[config.mk]
export PLATFORM = sky130hd
export DESIGN_NAME = yaw_angle_source_fusion
export DESIGN_NICKNAME = d
export VERILOG_FILES = /design/src/hdl/yasf_pkg.sv /design/src/hdl/yaw_angle_source_fusion.sv /design/src/hdl/yasf_yaw.sv /design/src/hdl/yasf_pitch.sv
export SDC_FILE = /design/constraint.sdc
export NUM_CORES = 2
export LEC_CHECK = 0
export BUFFER_PORTS_ARGS = -buffer_cell sky130_fd_sc_hd__buf_2
export CAP_MARGIN = 10
export CORE_UTILIZATION = 25
export DETAILED_ROUTE_END_ITERATION = 10
export PLACE_DENSITY_LB_ADDON = 0.15
export SYNTH_ARGS = -nofsm -noshare
export SYNTH_HDL_FRONTEND = slang
export SYNTH_SLANG_ARGS = --single-unit
[constraint.sdc]
create_clock -name i_clk -period 12.85 [get_ports i_clk]
set_clock_uncertainty 0.2 [all_clocks]
set_input_delay 2.57 -clock i_clk [delete_from_list [all_inputs] [get_ports i_clk]]
set_output_delay 2.57 -clock i_clk [all_outputs]
set_load 0.01 [all_outputs]
[src/hdl/yasf_pkg.sv]
// ----------------------------------------------------------------------------
// yasf_pkg
// Shared types and constants for the yaw angle source fusion block.
// ----------------------------------------------------------------------------
package yasf_pkg;

    // Configuration register indexes.
    localparam logic [2:0] CFG_YAW_STEP_GAIN       = 3'd0;
    localparam logic [2:0] CFG_RATE_GAIN           = 3'd1;
    localparam logic [2:0] CFG_CHASSIS_RATE_LIMIT  = 3'd2;
    localparam logic [2:0] CFG_CHASSIS_SPEED_LIMIT = 3'd3;
    localparam logic [2:0] CFG_SETTLE_TICKS        = 3'd4;
    localparam logic [2:0] CFG_FILTER_WEIGHT       = 3'd5;

    // Register reset values.
    localparam logic [15:0] RST_YAW_STEP_GAIN       = 16'd364;
    localparam logic [15:0] RST_RATE_GAIN           = 16'd19995;
    localparam logic [14:0] RST_CHASSIS_RATE_LIMIT  = 15'd10;
    localparam logic [14:0] RST_CHASSIS_SPEED_LIMIT = 15'd100;
    localparam logic [15:0] RST_SETTLE_TICKS        = 16'd500;
    localparam logic [16:0] RST_FILTER_WEIGHT       = 17'd3277;

    // Stillness counter ceiling and Q16 unity.
    localparam logic [15:0] STILL_MAX = 16'hFFFF;
    localparam logic [16:0] Q16_ONE   = 17'h10000;

    // Settings used by the yaw path.
    typedef struct packed {
        logic [15:0] yaw_step_gain;
        logic [14:0] chassis_rate_limit;
        logic [14:0] chassis_speed_limit;
        logic [15:0] settle_ticks;
    } t_yaw_cfg;

    // Yaw path result for one tick.
    typedef struct packed {
        logic [31:0] fused_angle;
        logic        enc_src;
        logic [31:0] gyro_yaw_integral;
    } t_yaw_res;

endpackage

[src/hdl/yaw_angle_source_fusion.sv]
// ----------------------------------------------------------------------------
// yaw_angle_source_fusion
// Fuses gyro-integrated and encoder yaw, and provides scaled rates and a
// filtered pitch angle, one result per sensor tick.
// ----------------------------------------------------------------------------
//
// Channel   Direction  Handshake                    Content
// s_axis    in         s_axis_tvalid/s_axis_tready  one sensor tick
// m_axis    out        m_axis_tvalid/m_axis_tready  fused yaw, rates, pitch
// cfg       in         i_cfg_valid/o_cfg_ready      register index and value
//
// Every accepted tick produces exactly one result transfer; it passes
// through the input register and then the output register. The whole
// update of integrator, stillness counter, offsets and pitch filter is a
// single combinational pass from the input register to the output register,
// so one tick per cycle is sustained while the output is not stalled.
// The configuration port is always ready. Reset is synchronous and active
// low; it restores the register defaults and clears the filter state. A
// stalled output holds its data while the input register can still take one
// more tick.
//
module yaw_angle_source_fusion import yasf_pkg::*; (
    input  logic         i_clk,
    input  logic         i_rst_n,

    // Input tick. tdata from the lowest bit: gyro_yaw_raw[15:0],
    // gyro_pitch_raw[31:16], imu_pitch_angle[47:32],
    // encoder_yaw_angle[79:48], chassis_yaw_rate[95:80],
    // chassis_yaw_speed[111:96].
    input  logic         s_axis_tvalid,
    output logic         s_axis_tready,
    input  logic [111:0] s_axis_tdata,

    // Result. tdata from the lowest bit: fused_angle[31:0],
    // gyro_yaw_integral[63:32], yaw_rate[95:64], pitch_rate[127:96],
    // pitch_filtered[143:128]. tuser: enc_src[0].
    output logic         m_axis_tvalid,
    input  logic         m_axis_tready,
    output logic [143:0] m_axis_tdata,
    output logic [0:0]   m_axis_tuser,

    // Configuration writes.
    input  logic         i_cfg_valid,
    output logic         o_cfg_ready,
    input  logic [2:0]   i_cfg_index,
    input  logic [16:0]  i_cfg_data
);

    // ------------------------------------------------------------------
    // Configuration registers
    // ------------------------------------------------------------------
    logic [15:0] r_yaw_step_gain;
    logic [15:0] r_rate_gain;
    logic [14:0] r_chassis_rate_limit;
    logic [14:0] r_chassis_speed_limit;
    logic [15:0] r_settle_ticks;
    logic [16:0] r_filter_weight;

    assign o_cfg_ready = 1'b1;

    // Writes to indexes outside the register list are dropped.
    always_ff @(posedge i_clk) begin
        if (!i_rst_n) begin
            r_yaw_step_gain       <= RST_YAW_STEP_GAIN;
            r_rate_gain           <= RST_RATE_GAIN;
            r_chassis_rate_limit  <= RST_CHASSIS_RATE_LIMIT;
            r_chassis_speed_limit <= RST_CHASSIS_SPEED_LIMIT;
            r_settle_ticks        <= RST_SETTLE_TICKS;
            r_filter_weight       <= RST_FILTER_WEIGHT;
        end else if (i_cfg_valid && o_cfg_ready) begin
            case (i_cfg_index)
                CFG_YAW_STEP_GAIN:       r_yaw_step_gain       <= i_cfg_data[15:0];
                CFG_RATE_GAIN:           r_rate_gain           <= i_cfg_data[15:0];
                CFG_CHASSIS_RATE_LIMIT:  r_chassis_rate_limit  <= i_cfg_data[14:0];
                CFG_CHASSIS_SPEED_LIMIT: r_chassis_speed_limit <= i_cfg_data[14:0];
                CFG_SETTLE_TICKS:        r_settle_ticks        <= i_cfg_data[15:0];
                CFG_FILTER_WEIGHT:       r_filter_weight       <= i_cfg_data;
                default: ;
            endcase
        end
    end

    // ------------------------------------------------------------------
    // Input register
    // ------------------------------------------------------------------
    // The input register moves into the output register whenever the
    // output register is empty or is being drained in the same cycle.
    // That move is also the moment all filter and yaw state advances.
    logic         r_in_valid;
    logic [111:0] r_in_data;
    logic         advance;

    assign advance       = r_in_valid && (!m_axis_tvalid || m_axis_tready);
    assign s_axis_tready = !r_in_valid || advance;

    always_ff @(posedge i_clk) begin
        if (!i_rst_n) begin
            r_in_valid <= 1'b0;
        end else if (s_axis_tready) begin
            r_in_valid <= s_axis_tvalid;
        end
    end

    always_ff @(posedge i_clk) begin
        if (s_axis_tvalid && s_axis_tready) begin
            r_in_data <= s_axis_tdata;
        end
    end

    logic signed [15:0] gyro_yaw_raw;
    logic signed [15:0] gyro_pitch_raw;
    logic signed [15:0] imu_pitch_angle;
    logic [31:0]        encoder_yaw_angle;
    logic signed [15:0] chassis_yaw_rate;
    logic signed [15:0] chassis_yaw_speed;

    assign gyro_yaw_raw      = r_in_data[15:0];
    assign gyro_pitch_raw    = r_in_data[31:16];
    assign imu_pitch_angle   = r_in_data[47:32];
    assign encoder_yaw_angle = r_in_data[79:48];
    assign chassis_yaw_rate  = r_in_data[95:80];
    assign chassis_yaw_speed = r_in_data[111:96];

    // ------------------------------------------------------------------
    // Yaw integration and source selection
    // ------------------------------------------------------------------
    t_yaw_cfg yaw_cfg;
    t_yaw_res yaw_res;

    assign yaw_cfg.yaw_step_gain       = r_yaw_step_gain;
    assign yaw_cfg.chassis_rate_limit  = r_chassis_rate_limit;
    assign yaw_cfg.chassis_speed_limit = r_chassis_speed_limit;
    assign yaw_cfg.settle_ticks        = r_settle_ticks;

    yasf_yaw u_yaw (
        .i_clk               (i_clk),
        .i_rst_n             (i_rst_n),
        .i_step              (advance),
        .i_cfg               (yaw_cfg),
        .i_gyro_yaw_raw      (gyro_yaw_raw),
        .i_encoder_yaw_angle (encoder_yaw_angle),
        .i_chassis_yaw_rate  (chassis_yaw_rate),
        .i_chassis_yaw_speed (chassis_yaw_speed),
        .o_res               (yaw_res)
    );

    // ------------------------------------------------------------------
    // Pitch complementary filter
    // ------------------------------------------------------------------
    logic signed [15:0] pitch_filtered;

    yasf_pitch u_pitch (
        .i_clk             (i_clk),
        .i_rst_n           (i_rst_n),
        .i_step            (advance),
        .i_filter_weight   (r_filter_weight),
        .i_imu_pitch_angle (imu_pitch_angle),
        .o_pitch_filtered  (pitch_filtered)
    );

    // ------------------------------------------------------------------
    // Scaled rates. A 16-bit count times a 16-bit gain always fits in
    // 32 signed bits, so the low word is the exact result.
    // ------------------------------------------------------------------
    logic signed [16:0] rate_gain_s;
    logic signed [32:0] yaw_rate_prod;
    logic signed [32:0] pitch_rate_prod;
    logic [31:0]        yaw_rate;
    logic [31:0]        pitch_rate;

    assign rate_gain_s     = {1'b0, r_rate_gain};
    assign yaw_rate_prod   = 33'(gyro_yaw_raw) * 33'(rate_gain_s);
    assign pitch_rate_prod = 33'(gyro_pitch_raw) * 33'(rate_gain_s);
    assign yaw_rate        = yaw_rate_prod[31:0];
    assign pitch_rate      = 32'd0 - pitch_rate_prod[31:0];

    // ------------------------------------------------------------------
    // Output register
    // ------------------------------------------------------------------
    logic         r_out_valid;
    logic [143:0] r_out_data;
    logic         r_out_enc_src;

    always_ff @(posedge i_clk) begin
        if (!i_rst_n) begin
            r_out_valid <= 1'b0;
        end else if (advance) begin
            r_out_valid <= 1'b1;
        end else if (m_axis_tready) begin
            r_out_valid <= 1'b0;
        end
    end

    always_ff @(posedge i_clk) begin
        if (advance) begin
            r_out_data    <= {pitch_filtered, pitch_rate, yaw_rate,
                              yaw_res.gyro_yaw_integral, yaw_res.fused_angle};
            r_out_enc_src <= yaw_res.enc_src;
        end
    end

    assign m_axis_tvalid   = r_out_valid;
    assign m_axis_tdata    = r_out_data;
    assign m_axis_tuser[0] = r_out_enc_src;

    // ------------------------------------------------------------------
    // Assertions
    // ------------------------------------------------------------------
    // An empty output register must never hold back the input side.
    a_ready_when_out_empty: assert property (
        @(posedge i_clk) disable iff (!i_rst_n)
        !r_out_valid |-> s_axis_tready
    ) else $error("input stalled while output register is empty");

    // A tick held in the input register keeps its data until it moves on.
    a_in_hold: assert property (
        @(posedge i_clk) disable iff (!i_rst_n)
        r_in_valid && !advance |=> r_in_valid && $stable(r_in_data)
    ) else $error("pending tick lost or changed in input register");

    // Every move into the output register presents a result next cycle.
    a_advance_gives_result: assert property (
        @(posedge i_clk) disable iff (!i_rst_n)
        advance |=> m_axis_tvalid
    ) else $error("advanced tick did not produce a result");

    // When both registers are full and the output is stalled, no tick is taken.
    a_full_stall: assert property (
        @(posedge i_clk) disable iff (!i_rst_n)
        r_in_valid && r_out_valid && !m_axis_tready |-> !s_axis_tready
    ) else $error("tick accepted while pipeline is full and stalled");

endmodule

[src/hdl/yasf_yaw.sv]
// ----------------------------------------------------------------------------
// yasf_yaw
// Gyro yaw integrator, stillness counter and yaw source selection.
// ----------------------------------------------------------------------------
module yasf_yaw import yasf_pkg::*; (
    input  logic              i_clk,
    input  logic              i_rst_n,
    input  logic              i_step,
    input  t_yaw_cfg          i_cfg,
    input  logic signed [15:0] i_gyro_yaw_raw,
    input  logic [31:0]       i_encoder_yaw_angle,
    input  logic signed [15:0] i_chassis_yaw_rate,
    input  logic signed [15:0] i_chassis_yaw_speed,
    output t_yaw_res          o_res
);

    logic [31:0] r_integral, n_integral;
    logic [15:0] r_still, n_still;
    logic        r_src_enc;
    logic [31:0] r_enc_off, n_enc_off;
    logic [31:0] r_gyro_off, n_gyro_off;
    logic [31:0] r_fused, n_fused;

    logic signed [16:0] gain_s;
    logic signed [32:0] step_prod;
    logic [16:0]        rate_abs, speed_abs;
    logic               still;
    logic               to_enc;
    logic               sw_to_enc, sw_to_gyro;

    assign gain_s     = {1'b0, i_cfg.yaw_step_gain};
    assign step_prod  = 33'(i_gyro_yaw_raw) * 33'(gain_s);
    assign n_integral = r_integral + step_prod[31:0];

    assign rate_abs  = i_chassis_yaw_rate[15]
                     ? 17'd0 - {i_chassis_yaw_rate[15], i_chassis_yaw_rate}
                     : {1'b0, i_chassis_yaw_rate};
    assign speed_abs = i_chassis_yaw_speed[15]
                     ? 17'd0 - {i_chassis_yaw_speed[15], i_chassis_yaw_speed}
                     : {1'b0, i_chassis_yaw_speed};
    assign still = (rate_abs < {2'b00, i_cfg.chassis_rate_limit})
                && (speed_abs < {2'b00, i_cfg.chassis_speed_limit});

    always_comb begin
        if (!still) begin
            n_still = '0;
        end else if (r_still == STILL_MAX) begin
            n_still = r_still;
        end else begin
            n_still = r_still + 16'd1;
        end
    end

    assign to_enc     = n_still > i_cfg.settle_ticks;
    assign sw_to_enc  = to_enc && !r_src_enc;
    assign sw_to_gyro = !to_enc && r_src_enc;

    // On a switch the new offset is chosen so that the fused yaw keeps its
    // previous value, so the fused value simply holds on that tick.
    assign n_enc_off  = sw_to_enc  ? i_encoder_yaw_angle - r_fused : r_enc_off;
    assign n_gyro_off = sw_to_gyro ? n_integral - r_fused          : r_gyro_off;

    always_comb begin
        if (sw_to_enc || sw_to_gyro) begin
            n_fused = r_fused;
        end else if (to_enc) begin
            n_fused = i_encoder_yaw_angle - r_enc_off;
        end else begin
            n_fused = n_integral - r_gyro_off;
        end
    end

    always_ff @(posedge i_clk) begin
        if (!i_rst_n) begin
            r_integral <= '0;
            r_still    <= '0;
            r_src_enc  <= 1'b1;
            r_enc_off  <= '0;
            r_gyro_off <= '0;
            r_fused    <= '0;
        end else if (i_step) begin
            r_integral <= n_integral;
            r_still    <= n_still;
            r_src_enc  <= to_enc;
            r_enc_off  <= n_enc_off;
            r_gyro_off <= n_gyro_off;
            r_fused    <= n_fused;
        end
    end

    assign o_res.fused_angle       = n_fused;
    assign o_res.enc_src           = to_enc;
    assign o_res.gyro_yaw_integral = n_integral;

endmodule

[src/hdl/yasf_pitch.sv]
// ----------------------------------------------------------------------------
// yasf_pitch
// First-order complementary filter on the negated IMU pitch angle.
// ----------------------------------------------------------------------------
module yasf_pitch import yasf_pkg::*; (
    input  logic               i_clk,
    input  logic               i_rst_n,
    input  logic               i_step,
    input  logic [16:0]        i_filter_weight,
    input  logic signed [15:0] i_imu_pitch_angle,
    output logic signed [15:0] o_pitch_filtered
);

    logic signed [15:0] r_state, n_state;

    logic [16:0]        w;
    logic signed [17:0] w_s, wc_s;
    logic signed [16:0] neg_p;
    logic signed [34:0] prod_new, prod_old;
    logic signed [36:0] acc;
    logic signed [20:0] scaled;

    // Weights above unity act as unity.
    assign w     = (i_filter_weight > Q16_ONE) ? Q16_ONE : i_filter_weight;
    assign w_s   = {1'b0, w};
    assign wc_s  = {1'b0, Q16_ONE} - w_s;
    assign neg_p = 17'sd0 - {i_imu_pitch_angle[15], i_imu_pitch_angle};

    assign prod_new = 35'(w_s) * 35'(neg_p);
    assign prod_old = 35'(wc_s) * 35'(r_state);

    // Round half up, then drop the sixteen fraction bits.
    assign acc    = 37'(prod_new) + 37'(prod_old) + 37'sd32768;
    assign scaled = acc[36:16];

    always_comb begin
        if (scaled > 21'sd32767) begin
            n_state = 16'sh7FFF;
        end else if (scaled < -21'sd32768) begin
            n_state = 16'sh8000;
        end else begin
            n_state = scaled[15:0];
        end
    end

    always_ff @(posedge i_clk) begin
        if (!i_rst_n) begin
            r_state <= '0;
        end else if (i_step) begin
            r_state <= n_state;
        end
    end

    assign o_pitch_filtered = n_state;

endmodule
==> summary.txt <==
number of enable flip-flop cells after synthesis - 257
sum of met2 wire segment lengths after detailed routing - 111600 µm
cell types with the highest counts after synthesis - 1585 x sky130_fd_sc_hd__inv_1, 1224 x sky130_fd_sc_hd__nand2_1, 1212 x sky130_fd_sc_hd__fa_1
Metal-1 WL - 113900 µm
share of cells above drive strength 1 - 6.942%
pin count of the biggest net entering global routing - 129
final wirelength - 240000 µm
filler-free cell count of the finished design - 12380
Slowest cell on crit path - sky130_fd_sc_hd__fa_1
setup slack at placement - -0.01860 ns
result of the run - completed
number of endpoints failing setup at the final stage - 0
Critical Path Fanout Max - 16
wire length of the first global-routing pass - 371500 µm
Seq/Total Area, Yosys - 17.34%
longest individual stage delay on the worst path - 0.58 ns
Chip Width - 547.1 µm
number of CTS-inserted buffers - 78
Async SR Flop Fraction - 0%
data arrival time of the critical path - 12.73 ns
detailed-router iteration count before antenna repair - 5
overall overflow remaining after global route - 0
max_cap viols - 0
floorplan die height - 547.1 µm
final-stage net count - 10460
type of the worst setup path - reg2reg
clock-pin transition on the worst setup and hold timing paths - 0.06 ns
most area-consuming cells after synthesis - sky130_fd_sc_hd__fa_1 33%, sky130_fd_sc_hd__ha_1 12%, sky130_fd_sc_hd__edfxtp_1 10%
overall die area - 299300 µm²
Final Wtd Congestion - 0.8618
Skew-Pair Late Insertion Delay - 0.81 ns
Hold Path Class - reg2reg
maximum count of clock buffers along a single path - 4
routed via count - 55180
DR iter-0 viols - 2758
total core area - 294800 µm²
number of standard cells after synthesis - 8205
most frequent CP cell - sky130_fd_sc_hd__fa_1
Initial Util - 25.20%
critical path required time - 13.30 ns
area added between synthesis and finish - 12.09%
Setup crit start kind - flop
Vias/cell - 4.456
Yosys warning count - 0
Fmax achieved - 0.08144 GHz
synthesized area divided by synthesized cell count - 9.054 µm²
Slew @ Worst Pin - 1.252 ns
Final Hold Vio Count - 0
dpl hpwl - 190100 µm
post-route ant nets - 0
count of state elements after synthesis - 515
cell chosen for the clock root - sky130_fd_sc_hd__clkbuf_16
type of destination of the critical path - flop
final number of max-transition violations - 0
most common flop cell mapped by yosys - sky130_fd_sc_hd__dfxtp_1
dominant cell by count in the synthesized netlist - sky130_fd_sc_hd__inv_1
row count - 199
via count of the first global-routing pass - 59270
Final period util - 95.56%
post-place instance area - 80550 µm²
clock net sink count - 515
Top Metal Used - met4
GRT Util Overall - 16.26%
CTS H-tree lvls - 3
share of the synthesized area in the top cell type - 32.66%
post-synthesis instance area - 74280 µm²
Non-Filler Cell Area, Final - 83260 µm²
largest area contributor in the netlist - sky130_fd_sc_hd__fa_1
number of distinct library cells after synthesis - 89
Post-Place Cells - 12240
count of input and output buffers - 283
worst hold slack across all endpoints - 0.2490 ns
min Tclk post-route - 12.28 ns
residual DRC count - 0
count of boundary I/O pins - 285
CTS tree - done
count of fill cells added during filler insertion - 31490
wire length per cell - 19.38 µm
antenna violations before repair - 17
setup slack of the critical path after layout - 0.5704 ns
met3 wire len - 9130 µm
Rel. slew slack - 15.96%
[area by class of cell]
| class | instances | area (µm²) | share of cell area, % |
|---|---|---|---|
| clock buffer | 106 | 2253 | 2.706 |
| inverter | 1587 | 5972 | 7.172 |
| antenna | 9 | 22.52 | 0.02705 |
| sequential | 515 | 12880 | 15.47 |
| timing repair buffer | 408 | 2407 | 2.891 |
| tap | 3919 | 4903 | 5.889 |
| clock inverter | 30 | 377.9 | 0.4538 |
| multi-input combinational | 5810 | 54440 | 65.39 |
[path summary, 6_finish.rpt]
path                           start                  to  slack (ns)  cells after the start
setup reg to reg  r_filter_weight[0]  u_pitch.r_state[0]        0.57                     37
hold / removal    u_yaw.r_enc_off[9]  u_yaw.r_enc_off[9]        0.25                      2
setup / recovery  r_filter_weight[0]  u_pitch.r_state[0]        0.57                     37
hold reg to reg   u_yaw.r_enc_off[9]  u_yaw.r_enc_off[9]        0.25                      2
[sequential cells by signal, indices dropped and copies added (netlist names)]
signal / count
u_yaw.r_gyro_off: 32
r_rate_gain: 16
u_pitch.r_state: 16
m_axis_tuser: 1
r_chassis_speed_limit: 15
r_in_valid: 1
r_in_data: 112
m_axis_tdata: 144
m_axis_tvalid: 1
u_yaw.r_enc_off: 32
u_yaw.r_src_enc: 1
r_yaw_step_gain: 16
u_yaw.r_still: 16
r_settle_ticks: 16
r_chassis_rate_limit: 15
r_filter_weight: 17
u_yaw.r_fused: 32
u_yaw.r_integral: 32
[per-layer routing]
metal / vias to the layer above / GRT usage, %
li1: 25990 / -
met1: 27980 / 22.52
met2: 983 / 26.94
met3: 234 / 1.853
met4: 0 / 3.824
met5: - / 0
[timing repair]
action / 4_1_cts / 5_1_grt
pin swaps: 0 / 2
hold buffers: 0 / 0
endpoints found under the setup margin: 5 / 30
gates resized for setup: 1 / 10
setup buffers: 0 / 1
[layout by cell type (no fill, tap or decap), types with 37 or more instances in the layout]
cell type,instances
sky130_fd_sc_hd__buf_2,282
sky130_fd_sc_hd__dfxtp_1,258
sky130_fd_sc_hd__nor3_1,73
sky130_fd_sc_hd__xor2_1,78
sky130_fd_sc_hd__nand2_1,1224
sky130_fd_sc_hd__o21ai_0,147
sky130_fd_sc_hd__nor2_1,306
sky130_fd_sc_hd__nand3_1,91
sky130_fd_sc_hd__nand2b_1,63
sky130_fd_sc_hd__o21a_1,43
sky130_fd_sc_hd__a21oi_1,382
sky130_fd_sc_hd__edfxtp_1,257
sky130_fd_sc_hd__or3_1,52
sky130_fd_sc_hd__xnor2_1,203
sky130_fd_sc_hd__a211oi_1,37
sky130_fd_sc_hd__a21o_1,99
sky130_fd_sc_hd__and2_1,523
sky130_fd_sc_hd__clkbuf_16,83
sky130_fd_sc_hd__conb_1,46
sky130_fd_sc_hd__ha_1,704
sky130_fd_sc_hd__nor2b_1,55
sky130_fd_sc_hd__fa_1,1212
sky130_fd_sc_hd__and3_1,39
sky130_fd_sc_hd__inv_1,1583
sky130_fd_sc_hd__buf_4,122
[worst max-delay path, delay by kind of cell, from the launching register on]
| family | cells | cell delay [ns] |
|---|---|---|
| flip-flops | 1 | 0.31 |
| adder cells (fa/ha/maj) | 9 | 4.43 |
| buffers and inverters | 4 | 0.50 |
| AND/OR/NAND/NOR | 16 | 4.61 |
| AO/OA/AOI/OAI | 6 | 1.75 |
| XOR/XNOR | 2 | 0.36 |
[cells by family after synthesis]
logic type | after synthesis | synth area share, %
and+or+nand+nor | 2550 | 16.20
other | 2 | 0.01011
xor gates and xnor gates | 286 | 3.372
AOI/OAI and AO/OA | 972 | 8.248
muxes | 38 | 0.5205
adders and majority gates | 1918 | 44.55
buffers and inverters | 1924 | 9.754
DFF | 515 | 17.34
[per-stage QoR]
step / TNS [ns] / util (%)
after floorplan: 0 / -
after global placement: 0 / 27.32
after detailed placement: -0.01860 / 27.32
after CTS: 0 / 28.21
after global routing: -0.01210 / 28.24
final: 0 / 28.24
Power is left out: the tool's default activity adds up to more than one toggle a clock period on the data nets, which glitch-free logic cannot reach.
